`src/hw/rtl/chs_mod_unit.sv`:
```
// Restoring bit-serial 64-bit by 9-bit remainder unit.
`timescale 1ns / 1ps
module chs_mod_unit (
    input  logic        i_clk,
    input  logic        i_rst_n,
    input  logic        i_start,
    input  logic [63:0] i_dividend,
    input  logic [8:0]  i_divisor,
    output logic        o_done,
    output logic [8:0]  o_rem
);
    logic [63:0] r_num;
    logic [9:0]  r_rem;
    logic [6:0]  r_cnt;
    logic        r_busy;
    logic [9:0]  w_sh;

    assign w_sh = {r_rem[8:0], r_num[63]};

    always_ff @(posedge i_clk) begin
        if (!i_rst_n) begin
            r_busy <= 1'b0;
            o_done <= 1'b0;
        end else begin
            o_done <= 1'b0;
            if (i_start) begin
                r_busy <= 1'b1;
                r_num  <= i_dividend;
                r_rem  <= '0;
                r_cnt  <= '0;
            end else if (r_busy) begin
                r_num <= {r_num[62:0], 1'b0};
                r_rem <= (w_sh >= {1'b0, i_divisor}) ? w_sh - {1'b0, i_divisor} : w_sh;
                r_cnt <= r_cnt + 7'd1;
                if (r_cnt == 7'd63) begin
                    r_busy <= 1'b0;
                    o_done <= 1'b1;
                end
            end
        end
    end
    assign o_rem = r_rem[8:0];
endmodule

```
`config.mk`:
```
export PLATFORM = sky130hd
export DESIGN_NAME = chs_mod_unit
export DESIGN_NICKNAME = d
export VERILOG_FILES = /design/src/hw/rtl/chs_mod_unit.sv
export SDC_FILE = /design/constraint.sdc
export NUM_CORES = 1
export LEC_CHECK = 0
export ABC_AREA = 1
export BUFFER_PORTS_ARGS = -buffer_cell sky130_fd_sc_hd__buf_4
export CAP_MARGIN = 0
export CORE_MARGIN = 1
export CORE_UTILIZATION = 50
export DETAILED_ROUTE_END_ITERATION = 16
export PLACE_DENSITY = 0.74
export SYNTH_ARGS = -nofsm -noshare
export SYNTH_HDL_FRONTEND = slang
export SYNTH_SLANG_ARGS = --single-unit
```
`constraint.sdc`:
```
create_clock -name i_clk -period 16.25 [get_ports i_clk]
set_input_delay 3.25 -clock i_clk [delete_from_list [all_inputs] [get_ports i_clk]]
set_output_delay 3.25 -clock i_clk [all_outputs]
set_load 0.005 [all_outputs]
```
# == Yosys cells after proc, flatten, opt, wreduce, memory -nomap -nowiden ==
# Index checks and enable logic that the tools add are counted.
# totals
output_inout_bits,10
inputBits,76
wordCells,23
regBits,82
# classes
bitwise_logic,2
addsub,2
n_eq_ne,1
magnitude_cmp,1
n_mux,9
n_reduce_logical,3
# ops
op,count
2-to-1 mux 64 bit,2
2-to-1 mux 9 bit,2
>= comparator 10 x 9 -> 1 bit,1
subtractor 9 bit,1
adder 7 x 1 -> 7 bit (second input constant),1
equality test 7 x 6 -> 1 bit (second input constant),1
2-to-1 mux 7 bit,1
2-to-1 mux 1 bit,4
OR reduction 3 bit,1
NOT 1 bit,2
AND reduction 2 bit,1
nonzero test 2 bit,1

# == Longest topological paths before layout ==
# Gate-level depths: netlist of the first run.
# depth
depth_word,4
ltp_mapped,13
depth_no_buf,13

# == Worst setup path before layout of the first run ==
# Ideal clock, no wire load.
# synth_timing
path_kind,input to register
startpoint,input port i_start
endpoint,register r_cnt[0] (enable)
t_required_ns,15.703
cell_stages,4
arrival_time_ns,7.494
n_path_buf,2
setup_ns,0.547
path_slack_ns,8.209
path_cell_list,buf_2 > inv_2 > buf_4 > a21oi_1
# synth_between
elab_chain_len,2
# synth_lines
item,line,text
start: declaration,6,"input logic i_start,"
nonzero test 2 bit (no line),n/a,
AND reduction 2 bit (no line),n/a,
end signal: assignment,34,r_cnt <= r_cnt + 7'd1;
end: declaration,14,logic [6:0] r_cnt;
# Every way passes these cells.
# A chain may end at the register's enable or synchronous reset.

# == Worst setup path after layout of the first run ==
# layout_timing
startpoint,input port i_start
endpoint,register r_num[22] (enable)
# layout_between
elab_chain_len,2
# layout_lines
item,line,text
nonzero test 2 bit (no line),n/a,
AND reduction 2 bit (no line),n/a,
end signal: assignment,28,r_num <= i_dividend;
end signal: assignment,32,"r_num <= {r_num[62:0], 1'b0};"
end: declaration,12,logic [63:0] r_num;
# Every way passes these cells.

==> results of run 1 <==
## worst min path at each step
stage	from	depth (start not counted)	end
after floorplan	r_busy	2	o_done
after global placement	r_num[5]	2	r_num[6]
after detailed placement	r_num[45]	2	r_num[46]
after CTS	r_num[45]	2	r_num[46]
after global routing	r_num[5]	2	r_num[6]
final	r_num[31]	2	r_num[32]
## cell usage in the layout, fill, tap and decap left out, drive strengths merged, types with 2 or more instances in the layout
| master | instances |
|---|---|
| a21oi | 7 |
| buf | 87 |
| clkbuf | 10 |
| clkinv | 2 |
| clkinvlp | 2 |
| dfxtp | 2 |
| edfxtp | 80 |
| ha | 10 |
| inv | 43 |
| nand2 | 246 |
| nand3 | 10 |
| nand3b | 7 |
| nor2 | 29 |
| nor3 | 2 |
| o21ai | 4 |
| xnor2 | 2 |
## worst reg2reg max path, delay by kind of cell (launching register included)
| kind | cells | cell delay (ps) |
|---|---|---|
| flops | 1 | 370 |
| fa+ha+maj | 2 | 550 |
| simple gates | 6 | 520 |
| compound gates | 1 | 320 |
| buf+inv | 2 | 160 |
## power groups by stage
stage                     clock network [uW]  registers, uW  logic (uW)
after floorplan                            0            262        52.6
after global placement                     0            261        79.3
after detailed placement                   0            262        81.4
after CTS                                151            257        81.7
after global routing                     159            258        91.9
final                                    147            257        80.5
## state kept, by name, indices dropped and copies added (netlist names)
register	cells
r_num	64
o_done	1
r_rem	9
r_busy	1
r_cnt	7
## cells by family (layout without fill, tap and decap cells)
family / count (synthesis) / after routing / synth area share
AND/OR/NAND/NOR: 296 / 296 / 0.295
buffers and inverters: 58 / 145 / 0.0562
XOR/XNOR: 3 / 3 / 0.00635
adder cells (fa/ha/maj): 11 / 11 / 0.0351
AO/OA/AOI/OAI: 12 / 12 / 0.0169
flip-flops: 82 / 82 / 0.590
## routing by layer
layer / global-route usage / routed length [um] / vias up
met2: 0.313 / 3860 / 78
met5: 0 / 0 / -
met3: 0.0415 / 353 / 5
met1: 0.268 / 3610 / 1409
li1: - / - / 1624
met4: 0.0577 / 58 / 0
## metrics by stage
step                      hold slack [ps]  total power, uW  cell area [sq um]  instances
final                                 517              485               5050        651
after global routing                  539              509               5050        651
after CTS                             520              489               5050        651
after detailed placement              500              343               4860        635
after global placement                494              341               4860        635
after floorplan                       423              314               4140        462
## layout make-up
| cell class | count | area (sq um) | area share |
|---|---|---|---|
| clock buffers | 10 | 128 | 0.0253 |
| clock inverters | 6 | 66.3 | 0.0131 |
| inverters | 42 | 160 | 0.0317 |
| multi-input cells | 322 | 1470 | 0.292 |
| flip-flops and latches | 82 | 2440 | 0.484 |
| well taps | 102 | 128 | 0.0253 |
| repair buffers | 87 | 653 | 0.129 |
==> impl_metrics.csv, run 1 <==
group,metric,value,unit
setup_path,r2r_slack,14190,ps
setup_path,rr_worst_depth,11,
sta,skew,7.38,ps
synth,yosysSeqAreaShare,0.590,
synth,syn-instance-count,462,
setup_path,path_common_cell,"buf_4",
clock_tree,cts.sinks,82,
synth,yosysMostFrequentCell,"nand2_1",
die,die_h,93.0,um
global_routing,grt_pass1_vias,2926,
detailed_routing,drc,0,
synth,synth_edf_count,80,
power_and_ir_drop,switching_share,0.262,
setup_path,worstReg2RegStart,"r_num[63]",
synth,avgSynthCellArea,8.96,sq um
clock_tree,numCtsBuffers,9,
cells_and_area,finish.utilization,0.644,
setup_path,crit_buf_inv,3,
synth,async_flop_share,0,
die,pin_count,86,
global_routing,grt_start_max_net_pins,77,
clock_tree,hold_buffers,0,
status,status,"finished clean",
global_routing,track_usage,0.195,
cells_and_area,synthToLayoutAreaGrowth,22.1,%
clock_tree,cts-resized-gates,0,
sta,setup-violations-final,0,
setup_path,worstPathArrival,5180,ps
sta,worst_slew_pin_slew,791,ps
sta,finalCriticalPeriod,5200,ps
synth,yosys.area.top_type,"edfxtp_1",
place,globalplace.congestion,0.769,
run,cap_viol_max_count,0,
place,hpwl,5.47,mm
synth,synth_top_area_share,0.581,
sta,clock.fmax,192,MHz
detailed_routing,avgViaCountPerCell,4.79,
power_and_ir_drop,p_int,358,uW
detailed_routing,ant_nets,0,
power_and_ir_drop,leakage,0.00244,uW
setup_path,worst-path-stages,4,
power_and_ir_drop,ir_worst_vdd,0.0535,mV
place,pre_cts_slack,10650,ps
clock_tree,clk_pin_slew_worst_paths,90,ps
detailed_routing,dr.pass1.iters,4,
sta,finalCritPeriodShare,0.320,
sta,maxSlewViolCount,0,
power_and_ir_drop,p_seq_frac,0.530,
detailed_routing,routed_wirelength,7.88,mm
cells_and_area,fillers,668,
die,num_rows,32,
clock_tree,cts_max_level,3,
clock_tree,clock_latency,350,ps
synth,synth_area_leaders,"edfxtp_1 (58%), nand2_1 (22%), inv_1 (3.4%), ha_1 (3.0%), nor2_1 (2.2%)",
clock_tree,cts_setup_buffers,0,
worst_hold_path,hp-class,"flop to flop",
sta,finalHoldViolCount,0,
setup_path,cp_max_fo,69,
setup_path,path_cells,"buf_4 > inv_2 > a21oi_4 > buf_4",
synth,yosysUniqueCellTypes,28,
synth,synth-seq-cells,82,
setup_path,crit_type,"input pin to flop",
synth,synth_common_cells,"nand2_1 (238), edfxtp_1 (80), inv_1 (38)",
sta,relSlewSlack,0.473,
setup_path,worstPathRequired,16230,ps
setup_path,crit_family,"buffers and inverters",
power_and_ir_drop,comb_power_share,0.166,
setup_path,crit_start,"i_start",
sta,fin_tns_setup,0,ps
detailed_routing,wl_per_cell,12.1,um
place,port_buffers,85,
power_and_ir_drop,power_density,96.0,nW/um^2
global_routing,grt_antenna_before_repair,0,
setup_path,r2r_end,"r_rem[5]",
global_routing,grt-ovfl-total,0,
power_and_ir_drop,pwr-share-clk,0.304,
die,start_util,0.527,
die,die_area,8640,sq um
cells_and_area,antenna_cells,0,
detailed_routing,drt-initial-drc-count,222,
clock_tree,cts-root-buf,"clkbuf_8",
synth,yosys_warnings,0,
global_routing,grt_pass1_wl,13.0,mm
detailed_routing,vias,3116,
sta,fin_ws,11050,ps
cells_and_area,nets,631,
power_and_ir_drop,netSwitchingPower,127,uW
die,fp.coreArea,7850,sq um
synth,syn_nets,549,
setup_path,critical-path-max-stage-delay,730,ps
cells_and_area,drive_gt1_frac,0.224,
clock_tree,cts_tree,"done",
synth,ys.flop_type,"edfxtp_1",
clock_tree,cts_buffer_depth,2,
synth,syn_area,4140,sq um
die,fp.dieW,93.0,um
sta,rsz0062_at_grt,"no",
setup_path,crit_path_end,"r_num[22]",
setup_path,slowest_stage,"buf_4",
setup_path,endpoint_kind,"flop",
setup_path,worst_setup_path_start_kind,"input pin",
No activity file was read; power rests on OpenSTA's default activity.
==> run 2, diff against run 1 <==
- clock period: 16.25 -> 5.4 ns (I/O delays scaled with it)
==> run 2 against run 1 <==
Effect of this change: sequential share of layout area about the same; hold slack about the same; combinational power rose to 3.0 times the previous value; first-iteration DRC count down 27%; sequential power rose to 3.0 times the previous value; die area unchanged; cell count down 0.15%; clock power rose to 2.9 times the previous value; register-to-register slack worse by 11000 ps; non-clock buffer count unchanged; clock skew up 1.5 ps; wire length down 1.6%; highest routed layer unchanged.
==> impl_metrics.csv, run 2 (synthesis results as in run 1) <==
group,metric,value,unit
cells_and_area,largest_reg_flops,64,
power_and_ir_drop,leakage,0.00245,uW
setup_path,path_cells,"buf_4 > inv_2 > a21oi_4 > buf_12",
die,fp.coreArea,7850,sq um
detailed_routing,wl_per_cell,11.9,um
cells_and_area,antenna_cells,0,
detailed_routing,dr.pass1.iters,4,
clock_tree,clk_pin_slew_worst_paths,80,ps
sta,setup-violations-final,0,
global_routing,met3_usage,0.0382,
setup_path,crit_family,"buffers and inverters",
cells_and_area,instances_no_fill,650,
setup_path,cp_max_fo,69,
place,placed_cell_area,4870,sq um
setup_path,worstPathArrival,2810,ps
cells_and_area,regArea,2440,sq um
clock_tree,cts_max_level,3,
global_routing,use_met1,0.265,
cells_and_area,final_common_cell,"nand2_1",
worst_hold_path,hp-class,"flop to flop",
sta,fin_ws,2600,ps
global_routing,grt-ovfl-total,0,
clock_tree,cts-resized-gates,0,
status,status,"finished clean",
global_routing,grtUsageMet2,0.297,
global_routing,grt_start_max_net_pins,77,
place,globalplace.congestion,0.773,
sta,skew,8.90,ps
global_routing,grt_pass1_wl,12.8,mm
place,pre_cts_slack,2230,ps
die,start_util,0.527,
setup_path,worst_setup_path_start_kind,"input pin",
clock_tree,clock_latency,340,ps
setup_path,rr_worst_depth,11,
clock_tree,hold_buffers,0,
cells_and_area,multi_input_area,1470,sq um
power_and_ir_drop,power_density,285,nW/um^2
setup_path,worst-path-stages,4,
setup_path,slowest_stage,"a21oi_4",
setup_path,critical-path-max-stage-delay,680,ps
sta,finalCriticalPeriod,2800,ps
clock_tree,cts-root-buf,"clkbuf_8",
cells_and_area,synthToLayoutAreaGrowth,22.1,%
clock_tree,cts_tree,"done",
setup_path,endpoint_kind,"flop",
cells_and_area,drive_gt1_frac,0.223,
setup_path,r2r_slack,3300,ps
sta,clock.fmax,357,MHz
cells_and_area,regMostFlops,"r_num",
clock_tree,numCtsBuffers,9,
place,dp_cells,635,
setup_path,crit_buf_inv,3,
sta,worst_slew_pin_slew,818,ps
die,die_h,93.0,um
worst_hold_path,min_path_cells,2,
sta,finalCritPeriodShare,0.519,
cells_and_area,nets,631,
clock_tree,cts.sinks,82,
run,cap_viol_max_count,0,
sta,fin_hold_ws,517,ps
cells_and_area,most-common-layout-cells,"nand2_1 (238), buf_4 (86), edfxtp_1 (80), inv_1 (38), nor2_1 (24)",
setup_path,worstReg2RegStart,"r_num[63]",
global_routing,grt.busiest_layer,"met2",
sta,fin_tns_setup,0,ps
global_routing,grt_antenna_before_repair,0,
die,pin_count,86,
place,port_buffers,85,
setup_path,worstPathRequired,5410,ps
cells_and_area,largestRegisters,"r_num: 64 flops, r_rem: 9 flops, r_cnt: 7 flops",
detailed_routing,drc,0,
setup_path,crit_type,"input pin to flop",
die,fp.dieW,93.0,um
sta,finalHoldViolCount,0,
detailed_routing,avgViaCountPerCell,4.82,
clock_tree,cts_setup_buffers,0,
sta,maxSlewViolCount,0,
detailed_routing,routed_wirelength,7.76,mm
detailed_routing,ant_nets,0,
global_routing,grt_pass1_vias,2898,
clock_tree,cts_buffer_depth,2,
detailed_routing,drt-initial-drc-count,163,
detailed_routing,vias,3134,
sta,relSlewSlack,0.454,
cells_and_area,postLayoutCellArea,5050,sq um
die,num_rows,32,
die,die_area,8640,sq um
global_routing,track_usage,0.190,
sta,rsz0062_at_grt,"no",
cells_and_area,fillers,688,
setup_path,r2r_end,"r_rem[1]",
worst_hold_path,hold_start,"r_num[41]",
power_and_ir_drop,ir_worst_vdd,0.170,mV
place,hpwl,5.31,mm
worst_hold_path,holdPathEnd,"r_num[42]",
[run 2: layout make-up]
cell class,instances,area share
well taps,102,0.0253
clock inverters,5,0.0109
multi-input cells,322,0.292
clock buffers,10,0.0253
flip-flops and latches,82,0.483
repair buffers,87,0.132
inverters,42,0.0317
[run 2: report_power, final]
| part | switching (uW) | internal, uW | total, uW |
|---|---|---|---|
| Clock | 212 | 211 | 422 |
| Combinational | 137 | 106 | 244 |
| Sequential | 17.3 | 756 | 773 |
[run 2: how the worst max path moves through the flow]
stage | start | to | slack [ps]
after global routing | i_start | r_cnt[0] | 2440
after detailed placement | i_start | r_num[15] | 2230
after CTS | i_start | r_rem[5] | 2600
final | i_start | r_rem[6] | 2600
after floorplan | i_start | r_cnt[0] | 1190
after global placement | i_start | r_num[14] | 2280
[run 2: stage by stage]
step | util | total power, uW
floorplan | - | 944
CTS | 0.644 | 1450
detailed placement | 0.621 | 1030
finish | 0.644 | 1440
global route | 0.644 | 1510
global placement | 0.621 | 1030
[run 2: worst min-delay path, cell delays in order, from the launching register on]
cell and delay [ps]:
edfxtp_1 330, nand2_1 50, nand2_1 40
[run 2: routing by layer]
layer / share of wire / vias to the layer above / wire (um)
met4: 0.012 / 0 / 93
met3: 0.044 / 6 / 341
met2: 0.47 / 75 / 3650
met1: 0.47 / 1429 / 3670
met5: 0 / - / 0
li1: - / 1624 / -
